==> src/design/pie_pkg.sv <==
// Shared constants, codes and the per-cell command struct for the
// positional insert/erase list. No dependencies.
package pie_pkg;

    localparam int CAPACITY = 32;
    localparam int POS_W    = 5;
    localparam int DATA_W   = 32;
    localparam int OP_W     = 3;
    localparam int ST_W     = 2;
    localparam int CNT_W    = $clog2(CAPACITY + 1);
    localparam int IDX_W    = (CAPACITY > 1) ? $clog2(CAPACITY) : 1;
    localparam int CMP_W    = (CNT_W > POS_W) ? CNT_W : POS_W;

    localparam logic [OP_W-1:0] OP_INSERT_AT  = 3'd0;
    localparam logic [OP_W-1:0] OP_PUSH_FRONT = 3'd1;
    localparam logic [OP_W-1:0] OP_PUSH_BACK  = 3'd2;
    localparam logic [OP_W-1:0] OP_ERASE_AT   = 3'd3;
    localparam logic [OP_W-1:0] OP_POP_FRONT  = 3'd4;
    localparam logic [OP_W-1:0] OP_POP_BACK   = 3'd5;
    localparam logic [OP_W-1:0] OP_READ_AT    = 3'd6;
    localparam logic [OP_W-1:0] OP_CLEAR      = 3'd7;

    localparam logic [ST_W-1:0] ST_OK    = 2'd0;
    localparam logic [ST_W-1:0] ST_FULL  = 2'd1;
    localparam logic [ST_W-1:0] ST_EMPTY = 2'd2;
    localparam logic [ST_W-1:0] ST_RANGE = 2'd3;

    typedef struct packed {
        logic               do_ins;
        logic               do_era;
        logic [CMP_W-1:0]   pos;
        logic [DATA_W-1:0]  value;
    } t_cell_cmd;

endpackage

==> src/design/pie_cell.sv <==
// One list cell: holds a single entry and shifts up, shifts down, loads or
// holds under the broadcast command. Depends on pie_pkg.
module pie_cell (
    input  logic                        i_clk,
    input  logic [pie_pkg::IDX_W-1:0]   i_index,
    input  pie_pkg::t_cell_cmd          i_cmd,
    input  logic [pie_pkg::DATA_W-1:0]  i_left,
    input  logic [pie_pkg::DATA_W-1:0]  i_right,
    output logic [pie_pkg::DATA_W-1:0]  o_data,
    output logic [pie_pkg::DATA_W-1:0]  o_tap
);
    import pie_pkg::*;

    logic [DATA_W-1:0] r_data;
    logic [DATA_W-1:0] n_data;
    logic [CMP_W-1:0]  idx_x;

    assign idx_x = CMP_W'(i_index);

    always_comb begin
        n_data = r_data;
        if (i_cmd.do_ins) begin
            if (idx_x == i_cmd.pos) begin
                n_data = i_cmd.value;
            end else if (idx_x > i_cmd.pos) begin
                n_data = i_left;
            end
        end else if (i_cmd.do_era) begin
            // close the gap: take the entry above
            if (idx_x >= i_cmd.pos) begin
                n_data = i_right;
            end
        end
    end

    always_ff @(posedge i_clk) begin
        r_data <= n_data;
    end

    assign o_data = r_data;
    assign o_tap  = (idx_x == i_cmd.pos) ? r_data : '0;

endmodule

==> src/design/positional_insert_erase_list_core.sv <==
// Top level of the positional insert/erase list: request decode, entry count,
// the chain of pie_cell instances and the result register. Depends on pie_pkg.
//
// A beat accepted with start gives its result, marked by o_strobe, in the
// very next cycle, and busy never rises, so a new request may follow in every
// cycle. All entries shift in parallel in the cell chain. Results cannot be
// stalled; the receiver must take o_strobe beats as they come.
module positional_insert_erase_list_core (
    input  logic                        i_clk,
    input  logic                        i_rst_n,
    input  logic                        start,
    output logic                        busy,
    input  logic [pie_pkg::OP_W-1:0]    i_operation,
    input  logic [pie_pkg::POS_W-1:0]   i_position,
    input  logic signed [pie_pkg::DATA_W-1:0] i_value,
    output logic                        o_strobe,
    output logic [pie_pkg::ST_W-1:0]    o_status,
    output logic signed [pie_pkg::DATA_W-1:0] o_read_value,
    output logic [pie_pkg::CNT_W-1:0]   o_entry_count
);
    import pie_pkg::*;

    logic                 accept;
    logic                 full;
    logic                 empty;
    logic [CMP_W-1:0]     cnt_x;
    logic [CMP_W-1:0]     pos_x;
    logic [ST_W-1:0]      status;
    logic                 rd_ok;
    logic                 do_clr;
    t_cell_cmd            cmd;
    logic [DATA_W-1:0]    w_data [CAPACITY];
    logic [DATA_W-1:0]    w_tap  [CAPACITY];
    logic [DATA_W-1:0]    rd_val;

    logic                 r_strobe;
    logic [ST_W-1:0]      r_status;
    logic [DATA_W-1:0]    r_read_value;
    logic [CNT_W-1:0]     r_count;
    logic [CNT_W-1:0]     n_count;

    assign busy   = 1'b0;
    assign accept = start && !busy;
    assign full   = (r_count == CNT_W'(CAPACITY));
    assign empty  = (r_count == '0);
    assign cnt_x  = CMP_W'(r_count);
    assign pos_x  = CMP_W'(i_position);

    always_comb begin
        status     = ST_OK;
        rd_ok      = 1'b0;
        do_clr     = 1'b0;
        cmd.do_ins = 1'b0;
        cmd.do_era = 1'b0;
        cmd.pos    = pos_x;
        cmd.value  = i_value;
        case (i_operation)
            OP_INSERT_AT: begin
                if (full) status = ST_FULL;
                else if (pos_x > cnt_x) status = ST_RANGE;
                else cmd.do_ins = accept;
            end
            OP_PUSH_FRONT: begin
                cmd.pos = '0;
                if (full) status = ST_FULL;
                else cmd.do_ins = accept;
            end
            OP_PUSH_BACK: begin
                cmd.pos = cnt_x;
                if (full) status = ST_FULL;
                else cmd.do_ins = accept;
            end
            OP_ERASE_AT: begin
                if (empty) status = ST_EMPTY;
                else if (pos_x >= cnt_x) status = ST_RANGE;
                else cmd.do_era = accept;
            end
            OP_POP_FRONT: begin
                cmd.pos = '0;
                if (empty) status = ST_EMPTY;
                else cmd.do_era = accept;
            end
            OP_POP_BACK: begin
                cmd.pos = cnt_x - CMP_W'(1);
                if (empty) status = ST_EMPTY;
                else cmd.do_era = accept;
            end
            OP_READ_AT: begin
                if (empty) status = ST_EMPTY;
                else if (pos_x >= cnt_x) status = ST_RANGE;
                else rd_ok = 1'b1;
            end
            OP_CLEAR: begin
                do_clr = 1'b1;
            end
            default: begin
                status = ST_OK;
            end
        endcase
    end

    genvar g;
    generate
        for (g = 0; g < CAPACITY; g++) begin : g_cell
            pie_cell u_cell (
                .i_clk   (i_clk),
                .i_index (IDX_W'(g)),
                .i_cmd   (cmd),
                .i_left  ((g == 0) ? w_data[0] : w_data[(g == 0) ? 0 : g - 1]),
                .i_right ((g == CAPACITY - 1) ? w_data[g]
                                              : w_data[(g == CAPACITY - 1) ? g : g + 1]),
                .o_data  (w_data[g]),
                .o_tap   (w_tap[g])
            );
        end
    endgenerate

    // only the addressed cell drives a nonzero tap
    always_comb begin
        rd_val = '0;
        for (int i = 0; i < CAPACITY; i++) begin
            rd_val = rd_val | w_tap[i];
        end
    end

    always_comb begin
        n_count = r_count;
        if (accept) begin
            if (do_clr) n_count = '0;
            else if (cmd.do_ins) n_count = r_count + CNT_W'(1);
            else if (cmd.do_era) n_count = r_count - CNT_W'(1);
        end
    end

    always_ff @(posedge i_clk) begin
        if (!i_rst_n) begin
            r_strobe <= 1'b0;
            r_count  <= '0;
        end else begin
            r_strobe <= accept;
            r_count  <= n_count;
        end
    end

    always_ff @(posedge i_clk) begin
        if (accept) begin
            r_status     <= status;
            r_read_value <= rd_ok ? rd_val : '0;
        end
    end

    assign o_strobe      = r_strobe;
    assign o_status      = r_status;
    assign o_read_value  = r_read_value;
    assign o_entry_count = r_count;

    a_count_bound: assert property (@(posedge i_clk) disable iff (!i_rst_n)
        r_count <= CNT_W'(CAPACITY))
        else $error("entry count above capacity");

    a_strobe_follows_start: assert property (@(posedge i_clk) disable iff (!i_rst_n)
        o_strobe |-> $past(start))
        else $error("result beat without a request");

    a_full_status: assert property (@(posedge i_clk) disable iff (!i_rst_n)
        (o_strobe && o_status == ST_FULL) |-> o_entry_count == CNT_W'(CAPACITY))
        else $error("full status with room left");

    a_empty_status: assert property (@(posedge i_clk) disable iff (!i_rst_n)
        (o_strobe && o_status == ST_EMPTY) |-> o_entry_count == '0)
        else $error("empty status on a non-empty list");

endmodule

==> config.mk <==
export PLATFORM = sky130hd
export DESIGN_NAME = positional_insert_erase_list_core
export DESIGN_NICKNAME = d
export VERILOG_FILES = /design/src/design/pie_pkg.sv /design/src/design/pie_cell.sv /design/src/design/positional_insert_erase_list_core.sv
export SDC_FILE = /design/constraint.sdc
export NUM_CORES = 2
export LEC_CHECK = 0
export ABC_AREA = 1
export ABC_CLOCK_PERIOD_IN_PS = 12300
export BUFFER_PORTS_ARGS = -buffer_cell sky130_fd_sc_hd__buf_2
export CORE_MARGIN = 10
export CORE_UTILIZATION = 30
export DETAILED_ROUTE_END_ITERATION = 8
export PLACE_DENSITY = 0.55
export SYNTH_ARGS = -nofsm -noshare
export SYNTH_HDL_FRONTEND = slang
export SYNTH_SLANG_ARGS = --single-unit
==> constraint.sdc <==
create_clock -name i_clk -period 12.3 [get_ports i_clk]
set_input_delay 3.69 -clock i_clk [delete_from_list [all_inputs] [get_ports i_clk]]
set_output_delay 3.69 -clock i_clk [all_outputs]
set_load 0.02 [all_outputs]
==> metrics.md <==
| Metric | Value |
|---|---|
| Initial antenna violation count | 17 |
| # port buffers | 83 |
| WL final | 252000 microns |
| Tot Pwr | 9.77 mW |
| Synth warn | 0 |
| Syn Area/Cell | 7.93 sq um |
| # resized after CTS | 0 |
| Placer congestion estimate | 0.864 |
| Post-Syn Instances | 8113 |
| Distinct cells, synth | 40 |
| Crit path capture type | flip-flop |
| Most frequent cells in the layout | 1400 x o21ai_0, 1058 x edfxtp_1, 997 x a21oi_1, 936 x inv_1, 894 x nand3_1 |
| Fmax achieved | 126 MHz |
| Commonest non-fill, non-tap cell in the layout | o21ai_0 |
| Worst-case reg-to-reg path depth | 11 |
| Critical path class | in -> reg |
| Grt ovf | 0 |
| CTS H-tree depth | 3 |
| CP max stage delay | 0.94 ns |
| Antenna viol nets, final | 0 |
| Share of layout cells above drive strength 1 | 6.09% |
| #FFs+latches synth | 1065 |
| PwrDens | 139 nW/um^2 |
| Hold Crit Class | reg -> reg |
| Cts-stage hold buffer count | 0 |
| Rows | 169 |
| Fill cells | 22477 |
| Worst EP arrival | 8.40 ns |
| Worst setup SP type | input pin |
| Core area | 213000 sq um |
| Post-Synthesis Net Count | 8164 |
| Hpwl dp | 162000 microns |
| Final core occ | 33.0% |
| Die Ht | 483 microns |
| Slowest library cell on the worst path | inv_8 |
| Cell Area, Synth | 64300 sq um |
| P_leak | 27.6 nW |
| Clk sinks | 1065 |
| Root Buffer | clkbuf_16 |
| HP Start | g_cell[30].u_cell.o_data[5] |
| Drt drc | 0 |
| CP Capture Point | g_cell[16].u_cell.o_data[14] |
| Final Hold Viols | 0 |
| Die area | 233000 sq um |
| VDD IR max | 114 uV |
| Vias in the first global route | 54063 |
| Max Slew Vio Count | 0 |
| Die W | 483 microns |
| Setup-failing EPs final | 0 |
| Actual slew at the worst max-slew pin | 1.34 ns |
| Seq/Total Area, Yosys | 49.6% |
| Clk Latency, worst-skew pair | 0.76 ns |
| Slew HR | 10.3% |
| Bufs on Longest Clock Path | 3 |
| Gr usage total | 20.2% |
| Multi-input logic area | 25900 sq um |
| Nets@finish | 7722 |
| Vias | 59247 |
| Setup TNS | 0 ns |
| Postcts setup bufs | 0 |
| CTS tree | yes |
| TritonRoute pass-1 iters | 8 |
| Clk slew on worst S/H paths | 0.06 ns |
| Critical path cell sequence | buf_2 > buf_4 > nand2_1 > nor2_1 > nand2_4 > inv_8 > buf_12 > buf_4 > o21ai_0 |
| Clock Skew | 0.0278 ns |
| Worst R2R Setup Slack | 6.63 ns |
| Finished Layout Cells | 10614 |
| Placed Cells | 10372 |
| Area delta synth->final | 9.05% |
| First-pass GRT wire length | 370000 microns |
| RSZ-0062 raised after global routing | false |
| FF-to-FF Start | o_entry_count[3] |
| Status | completed |
| Period utilization | 64.6% |
| Crit path launch | start |
| Top Ports | 85 |
| Max cap viols | 0 |
| Vias/cell | 5.58 |
| Capture point of the worst reg-to-reg path | g_cell[16].u_cell.o_data[14] |
| Worst Path Required | 12.75 ns |
| DR iter-0 viols | 8557 |
| Worst-path fanout max | 219 |
| Register area | 31900 sq um |
| Initial Util | 30.2% |
| Avg WL per Cell | 23.7 microns |
| Largest net degree at the start of global routing | 237 |
| Most used cell, CP | buf_4 |
| Inserted Clock Buffers | 118 |
| Tmin final | 7.95 ns |
## stage by stage
stage,area (sq um),hold slack [ns],worst slack [ns]
floorplan,64300,0.539,3.55
finish,70100,0.596,4.35
detailed placement,66400,0.571,3.82
global route,70100,0.628,4.19
CTS,70100,0.599,4.63
global placement,66400,0.571,3.77
## routing by layer
layer,vias to the layer above,routed length [microns],GRT usage (%)
met3,335,26600,3.72
met1,28216,106000,28.7
li1,27306,-,-
met2,3390,110000,30.6
met4,0,8270,7.39
met5,-,0,0
## sequential cells by signal, indices dropped and copies added, names as in the netlist
| name | cells |
|---|---|
| o_strobe | 1 |
| o_status | 2 |
| g_cell.u_cell.o_data | 1024 |
| o_read_value | 32 |
| o_entry_count | 6 |
## report_power, final
part	internal [mW]	total (mW)	leakage (nW)	switching [mW]
Combinational	0.355	1.73	16.0	1.38
Clock	1.95	3.52	1.78	1.57
Sequential	4.38	4.51	9.82	0.138
## cells in the mapped netlist, drive strengths merged
library cell / number / area share (%)
or3: 2 / 0.019
o21ai: 1873 / 15
o211ai: 5 / 0.058
nor4: 2 / 0.019
a21o: 1 / 0.012
a31oi: 1 / 0.0097
nor2: 439 / 2.7
a22oi: 1 / 0.012
nor3: 11 / 0.093
nand2: 905 / 5.4
dfxtp: 7 / 0.22
xor2: 3 / 0.041
inv: 953 / 5.6
ha: 8 / 0.16
nor3b: 2 / 0.023
a21oi: 1008 / 7.9
edfxtp: 1058 / 49
o22ai: 33 / 0.32
nand3: 899 / 7.0
conb: 1 / 0.0058
o31ai: 1 / 0.012
nand4: 136 / 1.3
or2: 1 / 0.0097
buf: 377 / 2.9
clkbuf: 386 / 2.3
## worst min-delay path by stage
stage	slack, ns	end	cells after the start
6_report	0.60	g_cell[29].u_cell.o_data[5]	2
3_3_place_gp	0.57	g_cell[0].u_cell.o_data[31]	2
2_1_floorplan	0.54	g_cell[17].u_cell.o_data[31]	2
3_5_place_dp	0.57	g_cell[0].u_cell.o_data[10]	2
4_1_cts	0.60	g_cell[0].u_cell.o_data[30]	2
5_1_grt	0.63	g_cell[0].u_cell.o_data[13]	2
## cells by family (layout without fill, tap and decap cells)
family	count (synthesis)	count (layout)	share of synthesized area, %
xor gates and xnor gates	3	3	0.0409
and+or+nand+nor	2397	2397	16.6
buffers and inverters	1716	1369	10.7
DFF	1065	1065	49.6
adders and majority gates	8	8	0.156
other	1	28	0.00583
AOI/OAI and AO/OA	2923	2923	22.9
## critical path, delay by kind of cell
family	cells	cell delay, ns
buffers and inverters	5	3.05
AO/OA/AOI/OAI	1	0.21
AND/OR/NAND/NOR	3	0.87
## layout make-up
cell class / instances / share of cell area (%)
diodes: 27 / 0.0963
inverters: 953 / 5.12
multi-input cells: 5332 / 36.9
clock inverters: 62 / 0.732
clock buffers: 153 / 4.49
repair buffers: 201 / 2.09
flip-flops and latches: 1065 / 45.5
well taps: 2821 / 5.03
Power figures use the tool's default switching activity.
